$ cat config.mk
export PLATFORM = sky130hd
export DESIGN_NAME = sha1_stream_hasher_top
export DESIGN_NICKNAME = d
export VERILOG_FILES = /design/src/hdl/sha1sh_pkg.sv /design/src/hdl/sha1_stream_hasher_top.sv
export SDC_FILE = /design/constraint.sdc
export NUM_CORES = 2
export LEC_CHECK = 0
export ABC_AREA = 1
export BUFFER_PORTS_ARGS = -buffer_cell sky130_fd_sc_hd__buf_4
export CORE_MARGIN = 8
export CORE_UTILIZATION = 46
export CTS_CLUSTER_DIAMETER = 40
export DETAILED_ROUTE_END_ITERATION = 8
export SYNTH_ARGS = -nofsm -noshare
export SYNTH_HDL_FRONTEND = slang
export SYNTH_SLANG_ARGS = --single-unit
$ cat constraint.sdc
create_clock -name i_clk -period 18.4 [get_ports i_clk]
set_input_delay 3.68 -clock i_clk [delete_from_list [all_inputs] [get_ports i_clk]]
set_output_delay 3.68 -clock i_clk [all_outputs]
set_load 0.005 [all_outputs]
$ cat src/hdl/sha1sh_pkg.sv
package sha1sh_pkg;

    typedef logic [31:0] t_word;
    typedef logic [4:0][31:0] t_chain;

    typedef struct packed {
        logic       func;
        logic [7:0] data_byte;
    } t_in_item;

    typedef struct packed {
        logic [31:0] digest_word;
        logic [2:0]  word_index;
        logic        last_word;
    } t_out_item;

    localparam logic FUNC_ABSORB = 1'b0;
    localparam logic FUNC_FINISH = 1'b1;

    localparam t_chain H_INIT = {
        32'hC3D2E1F0, 32'h10325476, 32'h98BADCFE, 32'hEFCDAB89, 32'h67452301
    };

    localparam t_word K_0 = 32'h5A827999;
    localparam t_word K_1 = 32'h6ED9EBA1;
    localparam t_word K_2 = 32'h8F1BBCDC;
    localparam t_word K_3 = 32'hCA62C1D6;

    localparam logic [7:0] PAD_BYTE   = 8'h80;
    localparam logic [5:0] LEN_POS    = 6'd56;
    localparam logic [5:0] LAST_POS   = 6'd63;
    localparam logic [6:0] LAST_ROUND = 7'd79;
    localparam logic [2:0] LAST_WORD  = 3'd4;

endpackage

$ cat src/hdl/sha1_stream_hasher_top.sv
// Byte-serial SHA-1 hasher.
// The input channel (i_valid, o_stall, i_data) carries one transaction per item: an
// absorb item adds i_data.data_byte to the message, a finish item closes the message.
// The output channel (o_valid, i_stall, o_data) returns the 160-bit digest after a
// finish as five transactions, most significant word first, the fifth with last_word.
// An absorb item is taken while the hasher is idle. The 64th byte of a block
// starts the compression, which runs one round per cycle through a single shared
// round unit: 80 rounds, then the chaining add, with o_stall high throughout.
// A finish item pushes the padding and the length one byte per cycle through the same
// block register (a second block follows when the 0x80 byte lands past byte 55), with
// a compression after each full block, then presents the five digest words, one per
// cycle when i_stall stays low.
// While the digest is held, i_stall freezes the current word and no new input is
// taken. After the fifth word the hasher returns to its initial state.
// Reset loads the standard initial chaining values and clears the byte count.
module sha1_stream_hasher_top (
    input  logic                  i_clk,
    input  logic                  i_rst_n,
    input  logic                  i_valid,
    output logic                  o_stall,
    input  sha1sh_pkg::t_in_item  i_data,
    output logic                  o_valid,
    input  logic                  i_stall,
    output sha1sh_pkg::t_out_item o_data
);

    typedef enum logic [4:0] {
        S_IDLE  = 5'b00001,
        S_PAD   = 5'b00010,
        S_ROUND = 5'b00100,
        S_ADD   = 5'b01000,
        S_OUT   = 5'b10000
    } t_state;

    t_state                 r_state;
    sha1sh_pkg::t_chain     r_h;
    logic [63:0]            r_len;
    logic [5:0]             r_fill;
    logic                   r_fin;
    logic                   r_first;
    logic                   r_lenph;
    logic [6:0]             r_rnd;
    logic [2:0]             r_oidx;
    logic [511:0]           r_win;
    sha1sh_pkg::t_word      r_a, r_b, r_c, r_d, r_e;

    logic                   in_acc;
    logic                   push_en;
    logic                   len_now;
    logic [7:0]             push_byte;
    logic                   blk_full;
    sha1sh_pkg::t_word      w_cur, w_new, w_mix, f_val, k_val, t_val;
    logic [2:0]             len_idx;

    assign in_acc   = i_valid && (r_state == S_IDLE);
    assign push_en  = (in_acc && (i_data.func == sha1sh_pkg::FUNC_ABSORB))
                      || (r_state == S_PAD);
    assign blk_full = push_en && (r_fill == sha1sh_pkg::LAST_POS);
    assign len_now  = !r_first && (r_lenph || (r_fill == sha1sh_pkg::LEN_POS));
    assign len_idx  = ~r_fill[2:0];

    always_comb begin
        if (r_state != S_PAD) begin
            push_byte = i_data.data_byte;
        end else if (r_first) begin
            push_byte = sha1sh_pkg::PAD_BYTE;
        end else if (len_now) begin
            push_byte = r_len[{len_idx, 3'b000} +: 8];
        end else begin
            push_byte = 8'd0;
        end
    end

    // Round unit: the window holds W[t] to W[t+15], W[t] in the top word.
    assign w_cur = r_win[511:480];
    assign w_mix = r_win[95:64] ^ r_win[255:224] ^ r_win[447:416] ^ r_win[511:480];
    assign w_new = {w_mix[30:0], w_mix[31]};

    always_comb begin
        if (r_rnd < 7'd20) begin
            f_val = (r_b & r_c) | (~r_b & r_d);
            k_val = sha1sh_pkg::K_0;
        end else if (r_rnd < 7'd40) begin
            f_val = r_b ^ r_c ^ r_d;
            k_val = sha1sh_pkg::K_1;
        end else if (r_rnd < 7'd60) begin
            f_val = (r_b & r_c) | (r_b & r_d) | (r_c & r_d);
            k_val = sha1sh_pkg::K_2;
        end else begin
            f_val = r_b ^ r_c ^ r_d;
            k_val = sha1sh_pkg::K_3;
        end
    end

    assign t_val = {r_a[26:0], r_a[31:27]} + f_val + r_e + k_val + w_cur;

    always_ff @(posedge i_clk) begin
        if (!i_rst_n) begin
            r_state <= S_IDLE;
            r_h     <= sha1sh_pkg::H_INIT;
            r_len   <= 64'd0;
            r_fill  <= 6'd0;
            r_fin   <= 1'b0;
            r_first <= 1'b0;
            r_lenph <= 1'b0;
            r_rnd   <= 7'd0;
            r_oidx  <= 3'd0;
        end else begin
            case (r_state)
                S_IDLE: begin
                    if (in_acc) begin
                        if (i_data.func == sha1sh_pkg::FUNC_FINISH) begin
                            r_fin   <= 1'b1;
                            r_first <= 1'b1;
                            r_lenph <= 1'b0;
                            r_state <= S_PAD;
                        end else begin
                            r_len  <= r_len + 64'd8;
                            r_fill <= r_fill + 6'd1;
                            if (blk_full) begin
                                r_rnd   <= 7'd0;
                                r_state <= S_ROUND;
                            end
                        end
                    end
                end
                S_PAD: begin
                    r_first <= 1'b0;
                    r_fill  <= r_fill + 6'd1;
                    if (len_now) begin
                        r_lenph <= 1'b1;
                    end
                    if (blk_full) begin
                        r_rnd   <= 7'd0;
                        r_state <= S_ROUND;
                    end
                end
                S_ROUND: begin
                    r_rnd <= r_rnd + 7'd1;
                    if (r_rnd == sha1sh_pkg::LAST_ROUND) begin
                        r_state <= S_ADD;
                    end
                end
                S_ADD: begin
                    r_h[0] <= r_h[0] + r_a;
                    r_h[1] <= r_h[1] + r_b;
                    r_h[2] <= r_h[2] + r_c;
                    r_h[3] <= r_h[3] + r_d;
                    r_h[4] <= r_h[4] + r_e;
                    if (!r_fin) begin
                        r_state <= S_IDLE;
                    end else if (r_lenph) begin
                        r_oidx  <= 3'd0;
                        r_state <= S_OUT;
                    end else begin
                        r_state <= S_PAD;
                    end
                end
                S_OUT: begin
                    if (!i_stall) begin
                        if (r_oidx == sha1sh_pkg::LAST_WORD) begin
                            r_h     <= sha1sh_pkg::H_INIT;
                            r_len   <= 64'd0;
                            r_fill  <= 6'd0;
                            r_fin   <= 1'b0;
                            r_lenph <= 1'b0;
                            r_state <= S_IDLE;
                        end else begin
                            r_oidx <= r_oidx + 3'd1;
                        end
                    end
                end
                default: begin
                    r_state <= S_IDLE;
                end
            endcase
        end
    end

    always_ff @(posedge i_clk) begin
        if (push_en) begin
            r_win <= {r_win[503:0], push_byte};
        end else if (r_state == S_ROUND) begin
            r_win <= {r_win[479:0], w_new};
        end
        if (blk_full) begin
            r_a <= r_h[0];
            r_b <= r_h[1];
            r_c <= r_h[2];
            r_d <= r_h[3];
            r_e <= r_h[4];
        end else if (r_state == S_ROUND) begin
            r_a <= t_val;
            r_b <= r_a;
            r_c <= {r_b[1:0], r_b[31:2]};
            r_d <= r_c;
            r_e <= r_d;
        end
    end

    assign o_stall            = (r_state != S_IDLE);
    assign o_valid            = (r_state == S_OUT);
    assign o_data.digest_word = r_h[r_oidx];
    assign o_data.word_index  = r_oidx;
    assign o_data.last_word   = (r_oidx == sha1sh_pkg::LAST_WORD);

endmodule
==> results by group <==
Power and ir drop
  • Int Pwr: 4.69 mW
  • Switching Power: 1.87 mW
  • Sw frac: 0.285
  • Clock power frac: 0.475
  • Power Dens Cells: 97.8 mW/mm²
  • VDD IR-drop max: 0.0835 mV
  • Flop pwr share: 0.391
  • Leakage power: 30.9 nW
  • Combinational power share: 0.134

Logic synthesis
  • Most frequent cells after synthesis: nand2_1, inv_1, edfxtp_1
  • Ys flop type: edfxtp_1
  • Synth cell types: 45
  • Post-Syn Nets: 8525
  • Area leader, netlist: edfxtp_1
  • Yosys warnings: 0
  • EDFF count, synth: 672
  • Async SR Flop Fraction: 0
  • Sequential fraction of the synthesis area: 0.420
  • Top cell type's share of synthesized area: 0.338
  • Seq cells post-synth: 917
  • Synthesized netlist cell count: 8188
  • Count leader, synth: nand2_1
  • Top cells by area, synth: edfxtp_1, nand2_1, dfxtp_1
  • Mapped Area: 0.0598 mm²
  • Syn_area_per_cell: 7.30 µm²

STA
  • Max Freq: 133 MHz
  • Min cycle time layout: 7.52 ns
  • Final setup viols: 0
  • RSZ-0062 raised after global routing: no
  • Post-route setup TNS: 0 ns
  • Slew Limit Fails: 0
  • Final hold violation count: 0
  • Clock skew: 0.0638 ns
  • Post-route clock period utilization: 0.408
  • Worst slew pin tran: 1.24 ns
  • Slew headroom: 0.162

Place
  • IO Port Bufs: 50
  • Placer Congestion: 1.02
  • Final HPWL DP: 159000 µm

Routing
  • Avg WL per Cell: 21.3 µm
  • Vias post-DR: 54083
  • DRC errors left: 0
  • 1st-iter DRT viols: 5420
  • Remaining antenna violation count: 0
  • Via density: 5.39
  • Number of detailed-route iterations in the first pass: 6
  • Total Wirelength: 213000 µm

Floorplan
  • Starting Density: 0.462
  • Core ar.: 0.129 mm²
  • # IOs: 51
  • # rows: 132
  • Chip height: 376 µm
  • Die Area: 0.142 mm²
  • Die X-Extent: 376 µm

CTS
  • CTS clk-pin slew, worst paths: 0.04 ns
  • CTS tree: yes
  • Clock buffer depth: 3
  • TritonCTS Buffers: 159
  • Htree depth: 4
  • Post-CTS Hold Fix Bufs: 0
  • Worst-Skew Late Latency: 0.81 ns
  • Sink Count: 917
  • Setup bufs post-CTS: 0
  • Root Buffer: clkbuf_16
  • Gates resized, CTS repair: 0

Global route
  • Total Routing Usage GR: 0.294
  • First-pass GRT wire length: 318000 µm
  • Vias in the first global route: 51072
  • Initial antenna violation count: 5
  • Grt ovf: 0
  • Largest net degree at the start of global routing: 257

Final layout
  • Final net count: 8498
  • Fill cells: 12765
  • Area Growth Syn to Fin: 12.3%
  • Layout Utilization: 0.519
  • Share of cells above drive strength 1: 0.0481

Setup path
  • Crit. End Element: primary output
  • R2r worst-path depth: 20
  • Critical path required time: 14.72 ns
  • R2R Path Start: r_rnd[4]
  • Crit path max fanout: 96
  • Worst EP arrival: 3.84 ns
  • CP Launch Type: register
  • RR Endpoint: r_a[26]
  • R2R setup slack: 11.85 ns
  • Setup CP Type: register to primary output

Min path
  • Hold Crit Endpoint: r_h[33]
  • Hold path start: r_h[33]
  • Hold WC Path Type: register to register
  • Hold path cells: 2

Run status
  • Status: finished, final reports clean

Job
  • MaxCap Viol Count: 0
## power groups by stage
stage          sequential (mW)  combinational (mW)  clock, mW
2_1_floorplan             2.63               0.640          0
3_3_place_gp              2.60               0.871          0
3_5_place_dp              2.60               0.880          0
4_1_cts                   2.56               0.885       3.16
5_1_grt                   2.58               0.999       3.25
6_report                  2.56               0.879       3.12
## metal layers
metal | GRT usage | vias up | share of wire
li1 | - | 26210 | -
met1 | 0.371 | 25445 | 0.41
met2 | 0.474 | 1906 | 0.45
met3 | 0.0511 | 514 | 0.067
met4 | 0.171 | 8 | 0.069
met5 | 0 | - | 0.00025
## final cells by class
cell class              instances  area, µm²  share of cell area
clock inverters               112       1500              0.0224
repair buffers                 92        716              0.0107
well taps                    1742       2180              0.0325
flip-flops and latches        917      25100               0.374
multi-input cells            5922      29400               0.439
inverters                    1069       4030              0.0600
clock buffers                 185       4150              0.0618
diodes                          1       2.50           0.0000373
## cells in the final DEF (no fill, tap or decap), types with 6 or more instances in the layout
master and instances:
a211oi_1 10, clkinv_2 21, xnor2_1 105, nand3b_1 10
fa_1 125, o21ai_0 396, and3_1 7, clkinv_4 10
o211ai_1 23, a21o_1 9, o22ai_1 20, dfxtp_1 243
edfxtp_1 672, nor2_1 445, nor3_1 69, bufinv_16 23
clkbuf_16 160, clkinvlp_4 16, o21bai_1 29, a31oi_1 6
ha_1 199, nand3_1 412, buf_4 90, nand2_1 3321
clkinv_16 7, inv_1 1057, and2_1 16, xor2_1 44
o21a_1 10, o21ai_1 52, inv_6 11, nand4_1 115
a21oi_1 447, or2_2 26, clkbuf_1 20, clkinv_1 21
## cells by family after synthesis
group | count (synthesis) | share of synthesized area
simple gates | 4435 | 0.297
buf+inv | 1349 | 0.0887
compound gates | 1014 | 0.0897
flops | 917 | 0.420
fa+ha+maj | 324 | 0.0835
xor+xnor | 149 | 0.0218
## per-stage QoR
| stage | total power, mW | cell area [µm²] | hold WS (ns) | std cells | setup slack (ns) |
|---|---|---|---|---|---|
| after floorplan | 3.27 | 59800 | 0.455 | 8188 | 1.87 |
| after global placement | 3.47 | 61500 | 0.469 | 9742 | 10.14 |
| after detailed placement | 3.48 | 61500 | 0.479 | 9742 | 10.04 |
| after CTS | 6.61 | 67100 | 0.485 | 10039 | 10.91 |
| after global routing | 6.83 | 67100 | 0.498 | 10039 | 10.59 |
| final | 6.56 | 67100 | 0.489 | 10040 | 10.88 |
## registers in the layout (all words and copies together), names as in the netlist
| name | count |
|---|---|
| r_state | 5 |
| r_b | 32 |
| r_fin | 1 |
| r_d | 32 |
| r_c | 32 |
| r_fill | 6 |
| r_lenph | 1 |
| r_e | 32 |
| r_oidx | 3 |
| r_a | 32 |
| r_first | 1 |
| r_h | 160 |
| r_rnd | 7 |
| r_win | 512 |
| r_len | 61 |
## worst max-delay path: stages, from the launching register on
cell and delay [ns]:
dfxtp_4 0.38, buf_4 0.76, nor2_1 0.18, nand2_1 0.83
o21ai_0 0.54, buf_4 0.28
## how the worst max path moves through the flow
stage	from	to	slack, ns	depth (start not counted)
finish	r_oidx[0]	o_data[4]	10.88	5
global route	i_data[8]	r_win[222]	10.59	9
CTS	i_data[8]	r_win[390]	10.91	9
detailed placement	i_data[8]	r_win[164]	10.04	9
global placement	i_data[8]	r_win[366]	10.14	9
floorplan	i_data[8]	r_win[0]	1.87	7
No activity file was read; power rests on OpenSTA's default activity.
